### src/rtl/core/utu_pkg.sv
// Shared types and constants for the UTF-8 to UTF-16 transcoder.
`timescale 1ns / 1ps
package utu_pkg;

  typedef enum logic [1:0] {
    CAUSE_ZERO     = 2'd0,
    CAUSE_INVALID  = 2'd1,
    CAUSE_CAPACITY = 2'd2,
    CAUSE_RANGE    = 2'd3
  } stop_cause_t;

  localparam int unsigned PointW = 31;
  localparam logic [PointW-1:0] MaxPoint = PointW'(32'h0010_FFFF);
  localparam logic [PointW-1:0] BmpMax = PointW'(32'h0000_FFFF);
  localparam logic [5:0] HiSurrTag = 6'b110110;
  localparam logic [5:0] LoSurrTag = 6'b110111;

  localparam int unsigned QueueDepth = 4;
  localparam int unsigned QueuePtrW = $clog2(QueueDepth);
  localparam int unsigned QueueCntW = QueuePtrW + 1;

  localparam int unsigned CfgIndexW = 1;
  localparam logic [CfgIndexW-1:0] RegOutCapacity = 1'd0;
  localparam logic [CfgIndexW-1:0] RegCountOnly = 1'd1;

  typedef struct packed {
    logic [15:0] code_unit;
    logic        is_end;
    stop_cause_t stop_cause;
    logic [15:0] unit_count;
    logic        last;
  } result_t;

  // results produced by one byte, handed to the queue
  typedef struct packed {
    logic [1:0] count;
    result_t    first;
    result_t    second;
  } push_t;

endpackage

### src/rtl/core/utf8_to_utf16_transcoder_unit.sv
// Top level of the UTF-8 to UTF-16 stream transcoder.
//
//   channel  dir  payload
//   s_*      in   tdata[7:0] in_byte
//   m_*      out  tdata code_unit, stop_cause, unit_count; tuser is_end; tlast last
//   cfg_*    in   index 0 out_capacity, index 1 count_only
//
// One byte per cycle while the queue has room: a request is registered,
// decoded combinationally and its results land in a four-entry result queue.
// A surrogate pair leaves as two code units. Input stalls only while the queue
// has under two free slots. Reset clears decoder state, in_valid, config, queue.
`timescale 1ns / 1ps
module utf8_to_utf16_transcoder_unit (
  input  logic                            clk,
  input  logic                            rst,
  input  logic                            s_tvalid,
  output logic                            s_tready,
  input  logic [7:0]                      s_tdata,   // [7:0] in_byte
  output logic                            m_tvalid,
  input  logic                            m_tready,
  output logic [39:0]                     m_tdata,   // [15:0] code_unit, [17:16] stop_cause,
                                                     // [33:18] unit_count, [39:34] zero
  output logic                            m_tuser,   // [0] is_end
  output logic                            m_tlast,
  input  logic                            cfg_we,
  input  logic [utu_pkg::CfgIndexW-1:0]   cfg_index,
  input  logic [15:0]                     cfg_data
);

  logic               in_valid;
  logic [7:0]         in_byte;
  logic               advance;
  logic               room;
  logic [15:0]        out_capacity;
  logic               count_only;
  utu_pkg::push_t     push;
  utu_pkg::result_t   out_res;

  assign advance  = in_valid && room;
  assign s_tready = !in_valid || room;

  always_ff @(posedge clk) begin
    if (rst) begin
      in_valid <= 1'b0;
    end else if (s_tready) begin
      in_valid <= s_tvalid;
    end
  end

  always_ff @(posedge clk) begin
    if (s_tvalid && s_tready) in_byte <= s_tdata;
  end

  always_ff @(posedge clk) begin
    if (rst) begin
      out_capacity <= 16'hFFFF;
      count_only   <= 1'b0;
    end else if (cfg_we) begin
      case (cfg_index)
        utu_pkg::RegOutCapacity: out_capacity <= cfg_data;
        utu_pkg::RegCountOnly:   count_only <= cfg_data[0];
        default: ;
      endcase
    end
  end

  utu_decode u_decode (
    .clk          (clk),
    .rst          (rst),
    .advance      (advance),
    .in_byte      (in_byte),
    .out_capacity (out_capacity),
    .count_only   (count_only),
    .push         (push)
  );

  utu_result_queue u_queue (
    .clk       (clk),
    .rst       (rst),
    .push_en   (advance),
    .push      (push),
    .room      (room),
    .out_valid (m_tvalid),
    .out_ready (m_tready),
    .out_res   (out_res)
  );

  assign m_tdata = {6'd0, out_res.unit_count, out_res.stop_cause, out_res.code_unit};
  assign m_tuser = out_res.is_end;
  assign m_tlast = out_res.last;

endmodule

### src/rtl/core/utu_decode.sv
// Decoder state and per-byte UTF-8 to UTF-16 conversion logic.
`timescale 1ns / 1ps
module utu_decode (
  input  logic                        clk,
  input  logic                        rst,
  input  logic                        advance,
  input  logic [7:0]                  in_byte,
  input  logic [15:0]                 out_capacity,
  input  logic                        count_only,
  output utu_pkg::push_t              push
);

  logic [2:0]                  bytes_remaining, bytes_remaining_next;
  logic [utu_pkg::PointW-1:0]  partial_point, partial_point_next;
  logic [15:0]                 units_done, units_done_next;
  logic                        halted, halted_next;

  always_ff @(posedge clk) begin
    if (rst) begin
      bytes_remaining <= '0;
      partial_point   <= '0;
      units_done      <= '0;
      halted          <= 1'b0;
    end else if (advance) begin
      bytes_remaining <= bytes_remaining_next;
      partial_point   <= partial_point_next;
      units_done      <= units_done_next;
      halted          <= halted_next;
    end
  end

  always_comb begin
    logic                       done;
    logic                       stop;
    logic                       stop_halt;
    utu_pkg::stop_cause_t       cause;
    logic [utu_pkg::PointW-1:0] cp;
    logic                       pair;
    logic [16:0]                sum;
    logic [16:0]                limit;
    logic [19:0]                offs;

    done      = 1'b0;
    stop      = 1'b0;
    stop_halt = 1'b0;
    cause     = utu_pkg::CAUSE_ZERO;
    cp        = '0;
    pair      = 1'b0;
    sum       = '0;
    limit     = '0;
    offs      = '0;

    bytes_remaining_next = bytes_remaining;
    partial_point_next   = partial_point;
    units_done_next      = units_done;
    halted_next          = halted;
    push                 = '0;

    if (halted) begin
      if (in_byte == 8'h00) halted_next = 1'b0;
    end else if (bytes_remaining == 3'd0) begin
      if (in_byte == 8'h00) begin
        stop = 1'b1;
        cause = utu_pkg::CAUSE_ZERO;
      end else if (in_byte[7] == 1'b0) begin
        cp = utu_pkg::PointW'(in_byte);
        done = 1'b1;
      end else if (in_byte[7:6] == 2'b10) begin
        stop = 1'b1;
        stop_halt = 1'b1;
        cause = utu_pkg::CAUSE_INVALID;
      end else if (in_byte[7:5] == 3'b110) begin
        partial_point_next = utu_pkg::PointW'(in_byte[4:0]);
        bytes_remaining_next = 3'd1;
      end else if (in_byte[7:4] == 4'b1110) begin
        partial_point_next = utu_pkg::PointW'(in_byte[3:0]);
        bytes_remaining_next = 3'd2;
      end else if (in_byte[7:3] == 5'b11110) begin
        partial_point_next = utu_pkg::PointW'(in_byte[2:0]);
        bytes_remaining_next = 3'd3;
      end else if (in_byte[7:2] == 6'b111110) begin
        partial_point_next = utu_pkg::PointW'(in_byte[1:0]);
        bytes_remaining_next = 3'd4;
      end else if (in_byte[7:1] == 7'b1111110) begin
        partial_point_next = utu_pkg::PointW'(in_byte[0]);
        bytes_remaining_next = 3'd5;
      end else begin
        stop = 1'b1;
        stop_halt = 1'b1;
        cause = utu_pkg::CAUSE_INVALID;
      end
    end else begin
      if (in_byte[7:6] != 2'b10) begin
        stop = 1'b1;
        stop_halt = (in_byte != 8'h00);
        cause = utu_pkg::CAUSE_INVALID;
      end else begin
        cp = {partial_point[utu_pkg::PointW-7:0], in_byte[5:0]};
        bytes_remaining_next = bytes_remaining - 3'd1;
        if (bytes_remaining == 3'd1) done = 1'b1;
        else partial_point_next = cp;
      end
    end

    if (done) begin
      partial_point_next = '0;
      pair = (cp > utu_pkg::BmpMax);
      sum = {1'b0, units_done} + (pair ? 17'd2 : 17'd1);
      limit = (out_capacity == 16'd0) ? 17'd0 : {1'b0, out_capacity} - 17'd1;
      offs = cp[19:0] - 20'h10000;
      if (cp > utu_pkg::MaxPoint) begin
        stop = 1'b1;
        stop_halt = 1'b1;
        cause = utu_pkg::CAUSE_RANGE;
      end else if (count_only) begin
        units_done_next = sum[16] ? 16'hFFFF : sum[15:0];
      end else if (sum > limit) begin
        stop = 1'b1;
        stop_halt = 1'b1;
        cause = utu_pkg::CAUSE_CAPACITY;
      end else if (!pair) begin
        units_done_next = sum[15:0];
        push.count = 2'd1;
        push.first.code_unit = cp[15:0];
        push.first.unit_count = sum[15:0];
        push.first.last = 1'b1;
      end else begin
        units_done_next = sum[15:0];
        push.count = 2'd2;
        push.first.code_unit = {utu_pkg::HiSurrTag, offs[19:10]};
        push.first.unit_count = units_done + 16'd1;
        push.second.code_unit = {utu_pkg::LoSurrTag, offs[9:0]};
        push.second.unit_count = sum[15:0];
        push.second.last = 1'b1;
      end
    end

    if (stop) begin
      push = '0;
      push.count = 2'd1;
      push.first.is_end = 1'b1;
      push.first.stop_cause = cause;
      push.first.unit_count = units_done;
      push.first.last = 1'b1;
      bytes_remaining_next = '0;
      partial_point_next = '0;
      units_done_next = '0;
      halted_next = stop_halt;
    end
  end

endmodule

### src/rtl/core/utu_result_queue.sv
// Small result queue taking up to two results per cycle, one out per cycle while out_ready is high.
`timescale 1ns / 1ps
module utu_result_queue (
  input  logic                 clk,
  input  logic                 rst,
  input  logic                 push_en,
  input  utu_pkg::push_t       push,
  output logic                 room,
  output logic                 out_valid,
  input  logic                 out_ready,
  output utu_pkg::result_t     out_res
);

  utu_pkg::result_t                 mem [utu_pkg::QueueDepth];
  logic [utu_pkg::QueuePtrW-1:0]    wr_ptr;
  logic [utu_pkg::QueuePtrW-1:0]    rd_ptr;
  logic [utu_pkg::QueueCntW-1:0]    count;
  logic                             pop;
  logic [utu_pkg::QueueCntW-1:0]    n_in;

  assign pop       = out_valid && out_ready;
  assign n_in      = push_en ? utu_pkg::QueueCntW'(push.count) : '0;
  assign out_valid = (count != '0);
  assign out_res   = mem[rd_ptr];
  // two free slots needed for a surrogate pair
  assign room      = (count <= utu_pkg::QueueCntW'(utu_pkg::QueueDepth - 2));

  always_ff @(posedge clk) begin
    if (rst) begin
      wr_ptr <= '0;
      rd_ptr <= '0;
      count  <= '0;
    end else begin
      wr_ptr <= wr_ptr + utu_pkg::QueuePtrW'(n_in);
      if (pop) rd_ptr <= rd_ptr + utu_pkg::QueuePtrW'(1);
      count <= count + n_in - utu_pkg::QueueCntW'(pop);
    end
  end

  always_ff @(posedge clk) begin
    if (push_en && push.count != 2'd0) mem[wr_ptr] <= push.first;
    if (push_en && push.count == 2'd2) mem[wr_ptr + utu_pkg::QueuePtrW'(1)] <= push.second;
  end

endmodule
### config.mk
export PLATFORM = sky130hd
export DESIGN_NAME = utf8_to_utf16_transcoder_unit
export DESIGN_NICKNAME = d
export VERILOG_FILES = /design/src/rtl/core/utu_pkg.sv /design/src/rtl/core/utf8_to_utf16_transcoder_unit.sv /design/src/rtl/core/utu_decode.sv /design/src/rtl/core/utu_result_queue.sv
export SDC_FILE = /design/constraint.sdc
export NUM_CORES = 1
export LEC_CHECK = 0
export ABC_AREA = 1
export BUFFER_PORTS_ARGS = -buffer_cell sky130_fd_sc_hd__buf_2
export CAP_MARGIN = 40
export CORE_MARGIN = 4
export CORE_UTILIZATION = 56
export CTS_CLUSTER_DIAMETER = 30
export DETAILED_ROUTE_END_ITERATION = 8
export HOLD_SLACK_MARGIN = 0.05
export PLACE_DENSITY = 0.85
export RECOVER_POWER = 25
export SLEW_MARGIN = 10
export SYNTH_ARGS = -nofsm -noshare
export SYNTH_HDL_FRONTEND = slang
export SYNTH_SLANG_ARGS = --single-unit
### constraint.sdc
create_clock -name clk -period 6.2 [get_ports clk]
set_input_delay 0.93 -clock clk [delete_from_list [all_inputs] [get_ports clk]]
set_output_delay 0.93 -clock clk [all_outputs]
set_load 0.03 [all_outputs]
==> Yosys cells after proc, flatten, opt, wreduce, memory -nomap -nowiden <==
Memory sizes are Yosys's and may differ from the RTL's. A register that Yosys moved wholly into a read port is not among the register bits.
Cells that the tools add are included.
{ "op_classes": {"n_addsub": 10, "bitwise_logic": 1, "eq_ne": 24, "n_mux": 111, "reduce_logical": 19, "magnitude_cmp": 4} }
{ "ops": {"columns": ["cell", "n"], "rows": [
  ["$mux 25", 14],
  ["$mux 33", 4],
  ["$mux 16", 8],
  ["$mux 31", 4],
  ["$mux 17", 6],
  ["$mux 18", 5],
  ["$mux 74", 1],
  ["$mux 1", 39],
  ["$mux 3", 12],
  ["$mux 2", 17],
  ["$gt 31x16->1 const B", 1],
  ["$gt 31x21->1 const B", 1],
  ["$sub 20x17->20 const B", 1],
  ["$add 16x17->17", 1],
  ["$gt 17x17->1", 1],
  ["$sub 16x1->17 const B", 1],
  ["$add 16x1->16 const B", 1],
  ["$logic_not 16->1", 1],
  ["$ne 3x3->1 const B", 5],
  ["$ne 4x4->1 const B", 3],
  ["$logic_not 8->1", 1],
  ["$ne 4x3->1 const B", 2],
  ["$ne 8x8->1 const B", 1],
  ["$reduce_and 8->1", 1],
  ["28 further kinds", 38]
]} }
{ "totals": {"reg_bits": 78, "ramBits": 144, "mem_count": 1, "in_bits": 30} }
{ "mem_list": {"columns": ["name", "depth", "word_bits", "read_ports", "rd_clocked_by_memory_dff", "wr", "line_no", "text"], "rows": [
  ["u_queue.mem", 4, 36, 1, 1, 2, "utu_result_queue.sv:14", "utu_pkg::result_t mem [utu_pkg::QueueDepth];"]
]} }

==> Longest topological paths before layout <==
{ "logic_depth": {"word_depth": 20, "depth_mapped": 39, "mapped_depth_nobuf": 38} }

==> Modules after synthesis <==
Synthesis repeated with hierarchy kept, for this count alone.
{ "unflattened": {"cells_unflattened": 1732, "hier_area_um2": 14134.8} }
{ "by_module_without_submodules": {"columns": ["mod", "instances", "seq_area_each_um2", "area_each_um2", "cells_per_inst"], "rows": [
  ["utu_result_queue", 1, 4504.3, 7872.6, 779],
  ["utu_decode", 1, 900.9, 5186.2, 851],
  ["utf8_to_utf16_transcoder_unit", 1, 600.6, 1076.0, 102]
]} }

==> Worst setup path before layout <==
OpenSTA, ideal clock, no wires.
{ "synth_timing": {"path_kind": "reg2reg", "start": "register u_decode.bytes_remaining[0]", "end": "memory u_queue.mem[1][0] in the netlist's numbering (enable)", "stages_incl_launch_ff": 37, "required_time_ps": 5811, "synth_period_minus_slack_ps": 6364, "t_arrival_ps": 5975, "n_path_buf": 4, "slack_ps": -164, "cell_sequence": "dfxtp_1 inv_1 ha_1 inv_1 nor2_4 nor2_4 buf_6 nand2_1 ha_1 nand3_1 nor2_2 nand3_4 nand2_4 clkbuf_1 ha_1 inv_1 fa_1 nor2_1 nand2_1 nor2_1 nand4_1 nand2_1 inv_1 ha_1 a21oi_1 nor2_1 a211oi_1 nand3_1 nand2_1 inv_1 nor2_4 nand4_1 nand2_4 nand3_2 buf_6 buf_6 nand2_1"} }
{ "synth_lines": {"columns": ["item", "line_no", "text"], "rows": [
  ["start: declaration", "utu_decode.sv:13", "logic [2:0] bytes_remaining, bytes_remaining_next;"],
  ["start signal: assignment", "utu_decode.sv:25", "bytes_remaining <= bytes_remaining_next;"],
  ["end: declaration", "utu_result_queue.sv:14", null]
]} }

==> results_dict.tcl <==
set metrics [dict create \
    worstPathArrival_ps 6180 \
    drtIter0Drc 1826 \
    num-nets-final 1848 \
    synth_top_area_cell "edfxtp_1" \
    critPathSlowestCell "fa_1" \
    final.setup_skew_ps 25.9 \
    cpLargestDelayFamily "simple AND/OR/NAND/NOR gates" \
    synth_area_leaders "edfxtp_1, dfxtp_1, nand2_1" \
    syn_area_mm2 0.0134 \
    p_seq_frac 0.295 \
    syn_inst 1707 \
    finalCritPeriodShare 0.949 \
    crit_type "reg2reg" \
    h-tree-depth 2 \
    cp_max_fo 18 \
    slew_violations 0 \
    start_util 0.571 \
    ys_seq_area_frac 0.436 \
    worstMarginPinSlew_ps 1500 \
    slew_headroom 0.00194 \
    multiInputGateArea_mm2 0.00645 \
    cts.root.buffer_cell "clkbuf_16" \
    grt_pass1_wl_um 62400 \
    combPwrFrac 0.317 \
    cts_buffers 46 \
    cts.reportedPaths.clkPinSlew_ps 50 \
    die_width_um 163 \
    async_flop_share 0 \
    p_leak_nw 6.73 \
    place.gp.congestion 0.964 \
    switching_power_mw 2.43 \
    setup_viol 0 \
    rsz0062_at_grt "yes" \
    cpPeakStageDelay_ps 430 \
    wl_per_cell_um 19.0 \
    ant_nets 0 \
    placed_cell_area_mm2 0.0140 \
    ys_types 42 \
    p_int_mw 3.83 \
    synthFlopType "edfxtp_1" \
    fin_ws_ps 316 \
    whs_path_depth 2 \
    start_kind "register" \
    final_util 0.671 \
    final_area_mm2 0.0158 \
    syn_area_per_cell_um2 7.85 \
    nFillCells 1819 \
    rows 56 \
    antenna_found_initial 0 \
    core_mm2 0.0235 \
    reg2reg_from "u_decode.bytes_remaining[0]" \
    finalPower_mw 6.26 \
    required_ps 6490 \
    grt_start_max_net_pins 77 \
    drtPass1Iterations 7 \
    grt_pass1_vias 12100 \
    worstHoldStart "u_decode.partial_point[24]" \
    r2r_end "u_queue.mem[1][24]" \
    r2r_setup_slack_ps 320 \
    reg2regPathDepth 34 \
    fin_cells 2140 \
    die_area_mm2 0.0265 \
    remaining_drc_errors 0 \
    netlist_top_cells_count "nand2_1, o21ai_0, nor2_1, inv_1, edfxtp_1" \
    power_frac_clock 0.389 \
    area_growth_syn_to_layout_pct 17.6 \
    violations "capacitance limit" \
    hold_path.class "reg2reg" \
    pwr_density_cell_mw_per_mm2 398 \
    whs_ps 457 \
    grtUsageTotal 0.294 \
    vias 12900 \
    drive_above_1_share 0.170 \
    outcome "complete, but fails checks" \
    ioPinCount 74 \
    cp-end-kind "register" \
    num_antenna_cells 0 \
    cts_buffer_depth 3 \
    finalHoldViolCount 0 \
    yosysWarnings 0 \
    switching_share 0.388 \
    fin_crit_ps 5880 \
    die_h_um 163 \
    insertion_delay_ps 560 \
    place_inst 2040 \
    dp_hpwl_um 26200 \
    max_cap_viol_count 1 \
    yosysMostFrequentCell "nand2_1" \
    ys_ff_latch 224 \
    seqCellArea_mm2 0.00585 \
    fin_tns_setup_ps 0 \
    cts_sinks 224 \
    synth_edf_count 136 \
    cp_num_buf_inv 7 \
    fmax_ghz 0.170 \
    whs_endpoint "u_decode.partial_point[24]" \
    port_buffers 67 \
    grt_overflow 0 \
    ir_worst_vdd_v 0.000247 \
    synth_top_area_frac 0.305 \
    wl_um 40600 \
    cts_tree "done" \
    dp_slack_ps 195 \
    routed_via_density 6.03 \
]
## layer usage
layer	vias up	track usage	wire, um
met3	166	0.0473	4790
met2	903	0.470	18900
met5	-	0	0
met4	0	0.130	1590
li1	5947	-	-
met1	5891	0.397	15400
## placed cells by master, fill, tap and decap left out, drive strengths merged
cell and instances:
conb 7, a21o 1, bufinv 4, a21oi 72, nand3 112, xor2 29
nand2 339, xnor2 8, nor2 211, edfxtp 136, or2 5, buf 127
o31a 1, o22ai 87, o31ai 3, and2 1, fa 2, clkbuf 52
a211oi 1, clkinvlp 5, o21a 1, o211ai 10, inv 169, nand4 28
o21ai 252, ha 32, a31oi 1, dfxtp 88, clkinv 23, nor3 14
## layout make-up
class | count | share of cell area
inverters | 164 | 0.0396
clock inverters | 37 | 0.0247
multi-input cells | 1217 | 0.410
repair buffers | 131 | 0.0558
clock buffers | 48 | 0.0736
flip-flops and latches | 224 | 0.371
well taps | 319 | 0.0253
## registers in the layout (all words and copies together), names as in the netlist, named ones only
signal / cells
u_queue.mem: 144
u_decode.partial_point: 25
out_capacity: 16
u_decode.units_done: 16
in_byte: 8
u_decode.bytes_remaining: 3
u_queue.count: 3
u_queue.rd_ptr: 2
u_queue.wr_ptr: 2
count_only: 1
in_valid: 1
u_decode.halted: 1
## how the worst max path moves through the flow
stage                                startpoint                 end  slack, ps  cells past startpoint
finish              u_decode.bytes_remaining[0]  u_queue.mem[1][24]        320                     34
global route        u_decode.bytes_remaining[0]  u_queue.mem[1][28]        -90                     36
CTS                 u_decode.bytes_remaining[0]  u_queue.mem[1][34]        120                     35
detailed placement  u_decode.bytes_remaining[0]   u_queue.mem[0][3]        200                     33
global placement    u_decode.bytes_remaining[0]  u_queue.mem[0][35]        350                     33
floorplan           u_decode.bytes_remaining[0]   u_queue.mem[1][0]        140                     36
## cell families (layout without fill, tap and decap cells)
logic type	count (synthesis)	after routing	share of synthesized area
other cells	2	7	0.000561
fa+ha+maj	34	34	0.0329
xor+xnor	37	37	0.0242
simple gates	709	710	0.233
buf+inv	272	380	0.0872
compound gates	429	429	0.186
flops	224	224	0.436
## worst register-to-register path, delay by kind of cell, from the launching register on
family	cells	cell delay [ps]
AOI/OAI and AO/OA	3	430
adders and majority gates	4	1200
buffers and inverters	7	960
DFF	1	360
and+or+nand+nor	20	2680
## power groups by stage
stage                     clock, mW  combinational, mW  sequential (mW)
after global routing           2.52               2.15             1.86
after detailed placement          0               1.88             1.87
after floorplan                   0               1.41             1.82
after CTS                      2.44               1.90             1.84
final                          2.43               1.98             1.85
after global placement            0               1.84             1.86
## repair_timing
action,in CTS,in global routing
setup buffers,0,13
gates resized for setup,0,26
hold buffers,0,0
setup endpoints to repair,0,278
Note: power is estimated with default switching activity, not from simulation.
